[src/rtl/lco_pkg.sv]
// Shared constants, codes and state types of the line clipper.
package lco_pkg;

  localparam int LCO_COORD_WIDTH = 16;
  localparam int LCO_MAX_CLIPS   = 4;
  localparam int LCO_STEP_W      = $clog2(LCO_MAX_CLIPS + 1);
  localparam int LCO_CFG_IDX_W   = 2;

  // outcode bits
  localparam logic [3:0] OC_LEFT   = 4'b0001;
  localparam logic [3:0] OC_RIGHT  = 4'b0010;
  localparam logic [3:0] OC_BOTTOM = 4'b0100;
  localparam logic [3:0] OC_TOP    = 4'b1000;

  // configuration register indexes
  localparam logic [LCO_CFG_IDX_W-1:0] CFG_RECT_X0 = 2'd0;
  localparam logic [LCO_CFG_IDX_W-1:0] CFG_RECT_Y0 = 2'd1;
  localparam logic [LCO_CFG_IDX_W-1:0] CFG_RECT_X1 = 2'd2;
  localparam logic [LCO_CFG_IDX_W-1:0] CFG_RECT_Y1 = 2'd3;

  typedef enum logic [2:0] {
    ST_IDLE,
    ST_DECIDE,
    ST_WAIT,
    ST_UPDATE,
    ST_OUT
  } lco_state_t;

  typedef enum logic [1:0] {
    MD_IDLE,
    MD_MUL,
    MD_DIV,
    MD_DONE
  } lco_md_state_t;

endpackage

[src/rtl/lco_if.sv]
// Segment request and clip result stream interfaces.
interface lco_seg_if import lco_pkg::*; #(
  parameter int W = LCO_COORD_WIDTH
) ();
  logic                valid;
  logic                ready;
  logic signed [W-1:0] start_x;
  logic signed [W-1:0] start_y;
  logic signed [W-1:0] end_x;
  logic signed [W-1:0] end_y;

  modport source (output valid, output start_x, output start_y, output end_x,
                  output end_y, input ready);
  modport sink (input valid, input start_x, input start_y, input end_x,
                input end_y, output ready);
endinterface

interface lco_clip_if import lco_pkg::*; #(
  parameter int W = LCO_COORD_WIDTH
) ();
  logic                valid;
  logic                ready;
  logic                accepted;
  logic signed [W-1:0] clip_start_x;
  logic signed [W-1:0] clip_start_y;
  logic signed [W-1:0] clip_end_x;
  logic signed [W-1:0] clip_end_y;

  modport source (output valid, output accepted, output clip_start_x,
                  output clip_start_y, output clip_end_x, output clip_end_y,
                  input ready);
  modport sink (input valid, input accepted, input clip_start_x,
                input clip_start_y, input clip_end_x, input clip_end_y,
                output ready);
endinterface

[src/rtl/line_clip_outcode.sv]
// Top level of the Cohen-Sutherland line clipper.
// Clips one segment per request against the rectangle spanned by the two
// configured corners. Each clip step runs one multiply and a serial divide
// on the shared unit in lco_muldiv, one quotient bit per cycle. Requests are
// taken only when the sequencer is idle; a finished result waits in its own
// output register so the next request can be taken meanwhile. Rejected
// segments return accepted low and zero coordinates. The user must write the
// corners through the cfg_ port only while no request is in flight; the
// block itself does not enforce this.
module line_clip_outcode import lco_pkg::*; #(
  parameter int COORD_WIDTH = LCO_COORD_WIDTH
) (
  input  logic                     clk,
  input  logic                     rst_n,
  input  logic                     cfg_we,
  input  logic [LCO_CFG_IDX_W-1:0] cfg_index,
  input  logic [COORD_WIDTH-1:0]   cfg_data,
  lco_seg_if.sink                  in_seg,
  lco_clip_if.source               out_clip
);

  localparam int W = COORD_WIDTH;

  function automatic logic [3:0] outcode(input logic signed [W-1:0] x,
                                         input logic signed [W-1:0] y,
                                         input logic signed [W-1:0] l,
                                         input logic signed [W-1:0] r,
                                         input logic signed [W-1:0] b,
                                         input logic signed [W-1:0] t);
    logic [3:0] c;
    c = '0;
    if (x < l) c = c | OC_LEFT;
    else if (x > r) c = c | OC_RIGHT;
    if (y < b) c = c | OC_BOTTOM;
    else if (y > t) c = c | OC_TOP;
    return c;
  endfunction

  function automatic logic signed [W:0] diff(input logic signed [W-1:0] p,
                                             input logic signed [W-1:0] q);
    return {p[W-1], p} - {q[W-1], q};
  endfunction

  function automatic logic [W:0] magn(input logic signed [W:0] v);
    return v[W] ? $unsigned(-v) : $unsigned(v);
  endfunction

  lco_state_t                state_r, state_nxt;
  logic signed [W-1:0]       sx_r, sy_r, ex_r, ey_r;
  logic signed [W-1:0]       sx_nxt, sy_nxt, ex_nxt, ey_nxt;
  logic [LCO_STEP_W-1:0]     step_r, step_nxt;
  logic                      ok_r, ok_nxt;
  logic                      side_r, side_nxt;
  logic                      vert_r, vert_nxt;
  logic                      neg_r, neg_nxt;
  logic signed [W-1:0]       sel_r, sel_nxt;

  logic                      out_valid_r, out_valid_nxt;
  logic                      out_acc_r;
  logic signed [W-1:0]       out_sx_r, out_sy_r, out_ex_r, out_ey_r;
  logic                      out_load;

  logic signed [W-1:0]       bnd_l, bnd_r, bnd_b, bnd_t;
  logic [3:0]                c1, c2, co;
  logic                      vert;
  logic signed [W-1:0]       bnd_sel;
  logic signed [W:0]         da, db, dd;
  logic                      md_start, md_done;
  logic [W:0]                md_q;
  logic signed [W+1:0]       q_s, sum;
  logic signed [W-1:0]       pref, res, ix, iy;

  lco_cfg #(.COORD_WIDTH(W)) u_cfg (
    .clk        (clk),
    .rst_n      (rst_n),
    .cfg_we     (cfg_we),
    .cfg_index  (cfg_index),
    .cfg_data   (cfg_data),
    .bnd_left   (bnd_l),
    .bnd_right  (bnd_r),
    .bnd_bottom (bnd_b),
    .bnd_top    (bnd_t)
  );

  lco_muldiv #(.COORD_WIDTH(W)) u_muldiv (
    .clk   (clk),
    .rst_n (rst_n),
    .start (md_start),
    .a_mag (magn(da)),
    .b_mag (magn(db)),
    .d_mag (magn(dd)),
    .done  (md_done),
    .quo   (md_q)
  );

  // edge choice and operand forming for the current step
  always_comb begin
    c1   = outcode(sx_r, sy_r, bnd_l, bnd_r, bnd_b, bnd_t);
    c2   = outcode(ex_r, ey_r, bnd_l, bnd_r, bnd_b, bnd_t);
    co   = (c1 != '0) ? c1 : c2;
    vert = (co & (OC_TOP | OC_BOTTOM)) != '0;
    if (vert) begin
      bnd_sel = ((co & OC_TOP) != '0) ? bnd_t : bnd_b;
      da      = diff(ex_r, sx_r);
      db      = diff(bnd_sel, sy_r);
      dd      = diff(ey_r, sy_r);
    end else begin
      bnd_sel = ((co & OC_RIGHT) != '0) ? bnd_r : bnd_l;
      da      = diff(ey_r, sy_r);
      db      = diff(bnd_sel, sx_r);
      dd      = diff(ex_r, sx_r);
    end
  end

  // intersection from the quotient, start point as reference
  always_comb begin
    q_s  = neg_r ? -$signed({1'b0, md_q}) : $signed({1'b0, md_q});
    pref = vert_r ? sx_r : sy_r;
    sum  = {{2{pref[W-1]}}, pref} + q_s;
    res  = sum[W-1:0];
    ix   = vert_r ? res : sel_r;
    iy   = vert_r ? sel_r : res;
  end

  always_ff @(posedge clk) begin
    if (!rst_n) begin
      state_r     <= ST_IDLE;
      out_valid_r <= 1'b0;
      step_r      <= '0;
    end else begin
      state_r     <= state_nxt;
      out_valid_r <= out_valid_nxt;
      step_r      <= step_nxt;
    end
  end

  always_ff @(posedge clk) begin
    sx_r   <= sx_nxt;
    sy_r   <= sy_nxt;
    ex_r   <= ex_nxt;
    ey_r   <= ey_nxt;
    ok_r   <= ok_nxt;
    side_r <= side_nxt;
    vert_r <= vert_nxt;
    neg_r  <= neg_nxt;
    sel_r  <= sel_nxt;
    if (out_load) begin
      out_acc_r <= ok_r;
      out_sx_r  <= ok_r ? sx_r : '0;
      out_sy_r  <= ok_r ? sy_r : '0;
      out_ex_r  <= ok_r ? ex_r : '0;
      out_ey_r  <= ok_r ? ey_r : '0;
    end
  end

  always_comb begin
    state_nxt     = state_r;
    sx_nxt        = sx_r;
    sy_nxt        = sy_r;
    ex_nxt        = ex_r;
    ey_nxt        = ey_r;
    step_nxt      = step_r;
    ok_nxt        = ok_r;
    side_nxt      = side_r;
    vert_nxt      = vert_r;
    neg_nxt       = neg_r;
    sel_nxt       = sel_r;
    md_start      = 1'b0;
    out_load      = 1'b0;
    out_valid_nxt = out_valid_r && !out_clip.ready;
    in_seg.ready  = 1'b0;
    unique case (state_r)
      ST_IDLE: begin
        in_seg.ready = 1'b1;
        if (in_seg.valid) begin
          sx_nxt    = in_seg.start_x;
          sy_nxt    = in_seg.start_y;
          ex_nxt    = in_seg.end_x;
          ey_nxt    = in_seg.end_y;
          step_nxt  = '0;
          state_nxt = ST_DECIDE;
        end
      end
      ST_DECIDE: begin
        if ((c1 | c2) == '0) begin
          ok_nxt    = 1'b1;
          state_nxt = ST_OUT;
        end else if ((c1 & c2) != '0 || step_r == LCO_STEP_W'(LCO_MAX_CLIPS)
                     || dd == '0) begin
          ok_nxt    = 1'b0;
          state_nxt = ST_OUT;
        end else begin
          side_nxt  = c1 != '0;
          vert_nxt  = vert;
          sel_nxt   = bnd_sel;
          neg_nxt   = da[W] ^ db[W] ^ dd[W];
          md_start  = 1'b1;
          state_nxt = ST_WAIT;
        end
      end
      ST_WAIT: begin
        if (md_done) state_nxt = ST_UPDATE;
      end
      ST_UPDATE: begin
        if (side_r) begin
          sx_nxt = ix;
          sy_nxt = iy;
        end else begin
          ex_nxt = ix;
          ey_nxt = iy;
        end
        step_nxt  = step_r + 1'b1;
        state_nxt = ST_DECIDE;
      end
      ST_OUT: begin
        if (!out_valid_r || out_clip.ready) begin
          out_load      = 1'b1;
          out_valid_nxt = 1'b1;
          state_nxt     = ST_IDLE;
        end
      end
      default: state_nxt = ST_IDLE;
    endcase
  end

  assign out_clip.valid        = out_valid_r;
  assign out_clip.accepted     = out_acc_r;
  assign out_clip.clip_start_x = out_sx_r;
  assign out_clip.clip_start_y = out_sy_r;
  assign out_clip.clip_end_x   = out_ex_r;
  assign out_clip.clip_end_y   = out_ey_r;

  a_step_limit: assert property (@(posedge clk) disable iff (!rst_n)
    step_r <= LCO_STEP_W'(LCO_MAX_CLIPS))
    else $error("clip step count beyond limit");

  a_done_in_wait: assert property (@(posedge clk) disable iff (!rst_n)
    md_done |-> state_r == ST_WAIT)
    else $error("muldiv finished outside wait state");

  a_reject_zero: assert property (@(posedge clk) disable iff (!rst_n)
    (out_valid_r && !out_acc_r) |->
      (out_sx_r == '0 && out_sy_r == '0 && out_ex_r == '0 && out_ey_r == '0))
    else $error("rejected result carries nonzero coordinates");

  a_accept_decide: assert property (@(posedge clk) disable iff (!rst_n)
    (in_seg.valid && in_seg.ready) |=> state_r == ST_DECIDE)
    else $error("accepted request did not start a decision");

endmodule

[src/rtl/lco_cfg.sv]
// Rectangle corner registers and min/max bound forming.
module lco_cfg import lco_pkg::*; #(
  parameter int COORD_WIDTH = LCO_COORD_WIDTH
) (
  input  logic                          clk,
  input  logic                          rst_n,
  input  logic                          cfg_we,
  input  logic [LCO_CFG_IDX_W-1:0]      cfg_index,
  input  logic [COORD_WIDTH-1:0]        cfg_data,
  output logic signed [COORD_WIDTH-1:0] bnd_left,
  output logic signed [COORD_WIDTH-1:0] bnd_right,
  output logic signed [COORD_WIDTH-1:0] bnd_bottom,
  output logic signed [COORD_WIDTH-1:0] bnd_top
);

  logic signed [COORD_WIDTH-1:0] x0_r, y0_r, x1_r, y1_r;

  always_ff @(posedge clk) begin
    if (!rst_n) begin
      x0_r <= '0;
      y0_r <= '0;
      x1_r <= '0;
      y1_r <= '0;
    end else if (cfg_we) begin
      unique case (cfg_index)
        CFG_RECT_X0: x0_r <= $signed(cfg_data);
        CFG_RECT_Y0: y0_r <= $signed(cfg_data);
        CFG_RECT_X1: x1_r <= $signed(cfg_data);
        CFG_RECT_Y1: y1_r <= $signed(cfg_data);
        default: ;
      endcase
    end
  end

  always_comb begin
    bnd_left   = (x0_r < x1_r) ? x0_r : x1_r;
    bnd_right  = (x0_r < x1_r) ? x1_r : x0_r;
    bnd_bottom = (y0_r < y1_r) ? y0_r : y1_r;
    bnd_top    = (y0_r < y1_r) ? y1_r : y0_r;
  end

endmodule

[src/rtl/lco_muldiv.sv]
// Shared multiply then restoring serial divide of magnitudes, one quotient bit a cycle.
module lco_muldiv import lco_pkg::*; #(
  parameter int COORD_WIDTH = LCO_COORD_WIDTH
) (
  input  logic                 clk,
  input  logic                 rst_n,
  input  logic                 start,
  input  logic [COORD_WIDTH:0] a_mag,
  input  logic [COORD_WIDTH:0] b_mag,
  input  logic [COORD_WIDTH:0] d_mag,
  output logic                 done,
  output logic [COORD_WIDTH:0] quo
);

  localparam int W     = COORD_WIDTH;
  localparam int CNT_W = $clog2(W + 1);

  lco_md_state_t      state_r, state_nxt;
  logic [W:0]         a_r, b_r, d_r;
  logic [W:0]         rem_r, rem_nxt;
  logic [W:0]         dvd_r, dvd_nxt;
  logic [W:0]         q_r, q_nxt;
  logic [CNT_W-1:0]   cnt_r, cnt_nxt;
  logic [2*W+1:0]     prod;
  logic [W+1:0]       rem_sh;
  logic               fits;

  assign prod   = {{(W+1){1'b0}}, a_r} * {{(W+1){1'b0}}, b_r};
  assign rem_sh = {rem_r, dvd_r[W]};
  assign fits   = rem_sh >= {1'b0, d_r};

  always_ff @(posedge clk) begin
    if (!rst_n) begin
      state_r <= MD_IDLE;
      cnt_r   <= '0;
    end else begin
      state_r <= state_nxt;
      cnt_r   <= cnt_nxt;
    end
  end

  always_ff @(posedge clk) begin
    if (state_r == MD_IDLE && start) begin
      a_r <= a_mag;
      b_r <= b_mag;
      d_r <= d_mag;
    end
    rem_r <= rem_nxt;
    dvd_r <= dvd_nxt;
    q_r   <= q_nxt;
  end

  always_comb begin
    state_nxt = state_r;
    cnt_nxt   = cnt_r;
    rem_nxt   = rem_r;
    dvd_nxt   = dvd_r;
    q_nxt     = q_r;
    done      = 1'b0;
    unique case (state_r)
      MD_IDLE: begin
        if (start) state_nxt = MD_MUL;
      end
      MD_MUL: begin
        // upper half is already below the divisor, since the quotient fits W+1 bits
        rem_nxt   = prod[2*W+1:W+1];
        dvd_nxt   = prod[W:0];
        cnt_nxt   = '0;
        state_nxt = MD_DIV;
      end
      MD_DIV: begin
        rem_nxt = fits ? (W+1)'(rem_sh - {1'b0, d_r}) : rem_sh[W:0];
        dvd_nxt = {dvd_r[W-1:0], 1'b0};
        q_nxt   = {q_r[W-1:0], fits};
        cnt_nxt = cnt_r + 1'b1;
        if (cnt_r == CNT_W'(W)) state_nxt = MD_DONE;
      end
      MD_DONE: begin
        done      = 1'b1;
        state_nxt = MD_IDLE;
      end
      default: state_nxt = MD_IDLE;
    endcase
  end

  assign quo = q_r;

endmodule
[src/flat_wrapper.sv]
// flat-port wrapper written by rule: the top's interface ports become plain ports
module line_clip_outcode_flat import lco_pkg::*;
#(
  parameter int COORD_WIDTH = LCO_COORD_WIDTH
)
  (clk, rst_n, cfg_we, cfg_index, cfg_data, in_seg_valid, in_seg_start_x, in_seg_start_y, in_seg_end_x, in_seg_end_y, in_seg_ready, out_clip_valid, out_clip_accepted, out_clip_clip_start_x, out_clip_clip_start_y, out_clip_clip_end_x, out_clip_clip_end_y, out_clip_ready);
  lco_seg_if in_seg_i ();
  lco_clip_if out_clip_i ();
  input  logic clk;
  input  logic rst_n;
  input  logic cfg_we;
  input  logic [LCO_CFG_IDX_W-1:0] cfg_index;
  input  logic [COORD_WIDTH-1:0] cfg_data;
  input wire logic [$bits(in_seg_i.valid)-1:0] in_seg_valid;
  input wire logic [$bits(in_seg_i.start_x)-1:0] in_seg_start_x;
  input wire logic [$bits(in_seg_i.start_y)-1:0] in_seg_start_y;
  input wire logic [$bits(in_seg_i.end_x)-1:0] in_seg_end_x;
  input wire logic [$bits(in_seg_i.end_y)-1:0] in_seg_end_y;
  output wire logic [$bits(in_seg_i.ready)-1:0] in_seg_ready;
  output wire logic [$bits(out_clip_i.valid)-1:0] out_clip_valid;
  output wire logic [$bits(out_clip_i.accepted)-1:0] out_clip_accepted;
  output wire logic [$bits(out_clip_i.clip_start_x)-1:0] out_clip_clip_start_x;
  output wire logic [$bits(out_clip_i.clip_start_y)-1:0] out_clip_clip_start_y;
  output wire logic [$bits(out_clip_i.clip_end_x)-1:0] out_clip_clip_end_x;
  output wire logic [$bits(out_clip_i.clip_end_y)-1:0] out_clip_clip_end_y;
  input wire logic [$bits(out_clip_i.ready)-1:0] out_clip_ready;
  assign in_seg_i.valid = in_seg_valid;
  assign in_seg_i.start_x = in_seg_start_x;
  assign in_seg_i.start_y = in_seg_start_y;
  assign in_seg_i.end_x = in_seg_end_x;
  assign in_seg_i.end_y = in_seg_end_y;
  assign in_seg_ready = in_seg_i.ready;
  assign out_clip_valid = out_clip_i.valid;
  assign out_clip_accepted = out_clip_i.accepted;
  assign out_clip_clip_start_x = out_clip_i.clip_start_x;
  assign out_clip_clip_start_y = out_clip_i.clip_start_y;
  assign out_clip_clip_end_x = out_clip_i.clip_end_x;
  assign out_clip_clip_end_y = out_clip_i.clip_end_y;
  assign out_clip_i.ready = out_clip_ready;
  line_clip_outcode #(.COORD_WIDTH(COORD_WIDTH)) u_core (.clk(clk), .rst_n(rst_n), .cfg_we(cfg_we), .cfg_index(cfg_index), .cfg_data(cfg_data), .in_seg(in_seg_i), .out_clip(out_clip_i));
endmodule
[config.mk]
export PLATFORM = sky130hd
export DESIGN_NAME = line_clip_outcode_flat
export DESIGN_NICKNAME = d
export VERILOG_FILES = /design/src/rtl/lco_pkg.sv /design/src/rtl/lco_if.sv /design/src/rtl/line_clip_outcode.sv /design/src/rtl/lco_cfg.sv /design/src/rtl/lco_muldiv.sv /design/src/flat_wrapper.sv
export SDC_FILE = /design/constraint.sdc
export NUM_CORES = 2
export LEC_CHECK = 0
export BUFFER_PORTS_ARGS = -buffer_cell sky130_fd_sc_hd__buf_4
export CAP_MARGIN = 15
export CORE_MARGIN = 5
export CORE_UTILIZATION = 60
export CTS_CLUSTER_SIZE = 28
export DETAILED_ROUTE_END_ITERATION = 7
export HOLD_SLACK_MARGIN = 0.03
export PLACE_DENSITY = 0.79
export SLEW_MARGIN = 5
export SYNTH_ARGS = -nofsm -noshare
export SYNTH_HDL_FRONTEND = slang
export SYNTH_SLANG_ARGS = --single-unit
[constraint.sdc]
create_clock -name clk -period 24.4 [get_ports clk]
set_clock_uncertainty 0.1 [all_clocks]
set_input_delay 4.88 -clock clk [delete_from_list [all_inputs] [get_ports clk]]
set_output_delay 4.88 -clock clk [all_outputs]
set_load 0.05 [all_outputs]
==> qor.yml <==
outcome:
  status: "completed"
sta:
  tightest_slew_ns: 1.06
  maxSlewHeadroom_pct: 29.4
  rsz0062_at_grt: "no"
  hold_viol_final: 0
  whs_ns: 0.369
  final-setup-viol-count: 0
  setup_tns_ns: 0
  period_needed_ns: 10.67
  finalCritPeriodShare_pct: 43.7
  timing.final.ws_setup_ns: 13.73
  slew_violations: 0
  fmaxAchievable_mhz: 93.7
clock_tree:
  cts_buffer_depth: 3
  cts_hold_buf: 0
  cts.clk_slew.worst_paths_ns: 0.06
  numCtsBuffers: 38
  clock_latency_ns: 0.60
  cts_tree: "yes"
  cts_setup_buffers: 0
  ctsResizeCount: 0
  cts-root-buf: "clkbuf_16"
  clock-sinks: 328
  htree_levels: 2
setup_path:
  crit_fanout: 43
  worstPathBufferInverterCount: 3
  cp_slowest_cell: "o31ai_4"
  cp_top_family: "compound AO/OA/AOI/OAI gates"
  arrival_ns: 10.87
  crit_type: "register to register"
  cp.required_ns: 24.60
  critPathLaunchType: "register"
  end_kind: "register"
  critPathMaxStageDelay_ns: 0.84
grt:
  grt_pass1_vias: 27400
  grt_max_degree: 78
  grt_use_total_pct: 33.4
  overflow: 0
  grt_pass1_wl_mm: 157
  antenna_found_initial: 5
die:
  num_rows: 86
  core_area_um2: 55300
  design.die.area_um2: 60900
  die_h_um: 247
  die_w_um: 247
  start_util_pct: 60.9
  ios: 154
synthesis:
  syn_avg_cell_area_um2: 8.94
  ys.warnings.count: 0
  synth_area_leaders: "edfxtp_1 (22%), fa_1 (14%), ha_1 (13%)"
  yosysMostFrequentCell: "nand2_1"
  yosys-top-cells-count: "nand2_1 (551), inv_1 (405), ha_1 (363)"
  yosysTopAreaCell: "edfxtp_1"
  ys.flop_type: "edfxtp_1"
  yosysTopAreaCellShare_pct: 22.3
  seq_area_frac_synth_pct: 26.9
  synth-seq-cells: 328
  synthCells: 3766
  synthDistinctLibCells: 94
  synthesis.nets: 4446
  ys_async_sr_fraction_pct: 0
  synth_edf_count: 250
  netlist_area_um2: 33700
detailed_routing:
  routedWlPerCell_um: 22.1
  ant_nets: 0
  viasPerCell: 6.06
  vias: 28000
  firstDrtPassIters: 6
  wirelength_mm: 102
  initialDrtViolationCount: 2789
  drcViolationCount: 0
placement:
  gp_congestion: 1.00
  dpl_worst_slack_ns: 14.09
  dp_hpwl_mm: 79.8
  io_buffers: 153
  post_dp_cell_area_um2: 35400
final_layout:
  final_area_um2: 36700
  drive_above_1_share_pct: 7.63
  area_growth_pct: 8.99
  final_nets: 4517
flow_run:
  cap_violations: 0
min_path:
  holdCritPathClass: "register to register"
## routing by layer
| metal | wire length (µm) | vias to the layer above | global-route usage [%] |
|---|---|---|---|
| met2 | 46900 | 1181 | 53.8 |
| met3 | 7720 | 340 | 5.43 |
| met5 | 13 | - | 0 |
| li1 | - | 13000 | - |
| met1 | 39300 | 13400 | 42.1 |
| met4 | 8230 | 2 | 20.9 |
## worst min-delay path: stages, from the launching register on
cell	delay, ns
dfxtp_1	0.32
nand2_1	0.05
a21oi_1	0.05
## sequential cells by signal, indices dropped and copies added, names as in the netlist, 17 cells and up
register	count
u_core.u_muldiv.d_r	17
u_core.u_muldiv.b_r	17
u_core.u_muldiv.dvd_r	17
u_core.u_muldiv.a_r	17
u_core.u_muldiv.rem_r	17
## stage by stage
step | util [%] | std cells
after global placement | 64.0 | 4545
after global routing | 66.3 | 4613
after detailed placement | 64.0 | 4545
after CTS | 66.3 | 4613
final | 66.3 | 4615
after floorplan | - | 3766
## logic make-up (layout without fill, tap and decap cells)
group	count (synthesis)	in the layout	share of synthesized area, %
buf+inv	556	655	6.37
fa+ha+maj	593	593	27.2
compound gates	718	718	13.5
mux	127	127	3.87
flops	328	328	26.9
other cells	0	2	0
simple gates	1279	1279	17.8
xor+xnor	165	165	4.32
## cells in the final DEF, fill, tap and decap left out, types with 8 or more instances in the layout
master and count:
nand2_1 551, inv_1 405, ha_1 361, a21oi_1 259, edfxtp_1 250, nor2_1 244, fa_1 230, buf_4 179
and2_1 162, o21ai_0 124, xnor2_1 113, mux2i_1 110, dfxtp_1 78, a21o_1 72, nor3_1 58, o21a_1 53
xor2_1 51, nand3_1 48, nor2b_1 44, clkbuf_16 38, a211oi_1 29, o211ai_1 28, nand2b_1 26, nand4_1 25
and3_1 21, a31oi_1 18, or3_1 18, o31ai_1 16, mux2_2 15, a21boi_0 13, nor4_1 12, or2_2 12
and4_1 10, nor3b_1 9, o21bai_1 8, a221oi_1 8, nand3b_1 8
## worst paths after layout
path	start	endpoint	slack, ns	cells after the start
max reg2reg	u_core.u_cfg.y1_r[2]$_SDFFE_PN0P_	u_core.u_muldiv.b_r[15]$_DFFE_PP_	13.73	37
min	u_core.u_cfg.x1_r[15]$_SDFFE_PN0P_	u_core.u_cfg.x1_r[15]$_SDFFE_PN0P_	0.37	2
max	u_core.u_cfg.y1_r[2]$_SDFFE_PN0P_	u_core.u_muldiv.b_r[15]$_DFFE_PP_	13.73	37
min reg2reg	u_core.u_cfg.x1_r[15]$_SDFFE_PN0P_	u_core.u_cfg.x1_r[15]$_SDFFE_PN0P_	0.37	2
## layout make-up
class                           count  area, µm²
Multi-Input combinational cell   2882      22500
Fill cell                        4633      18600
Sequential cell                   328       9070
Inverter                          408       1540
Timing Repair Buffer              179       1340
Clock buffer                       43        970
Tap cell                          748        936
Clock inverter                     25        339
Antenna cell                        2       5.00
Power is not shown: default switching activity piles up to over one toggle a cycle in this logic, so the estimate is an artifact.
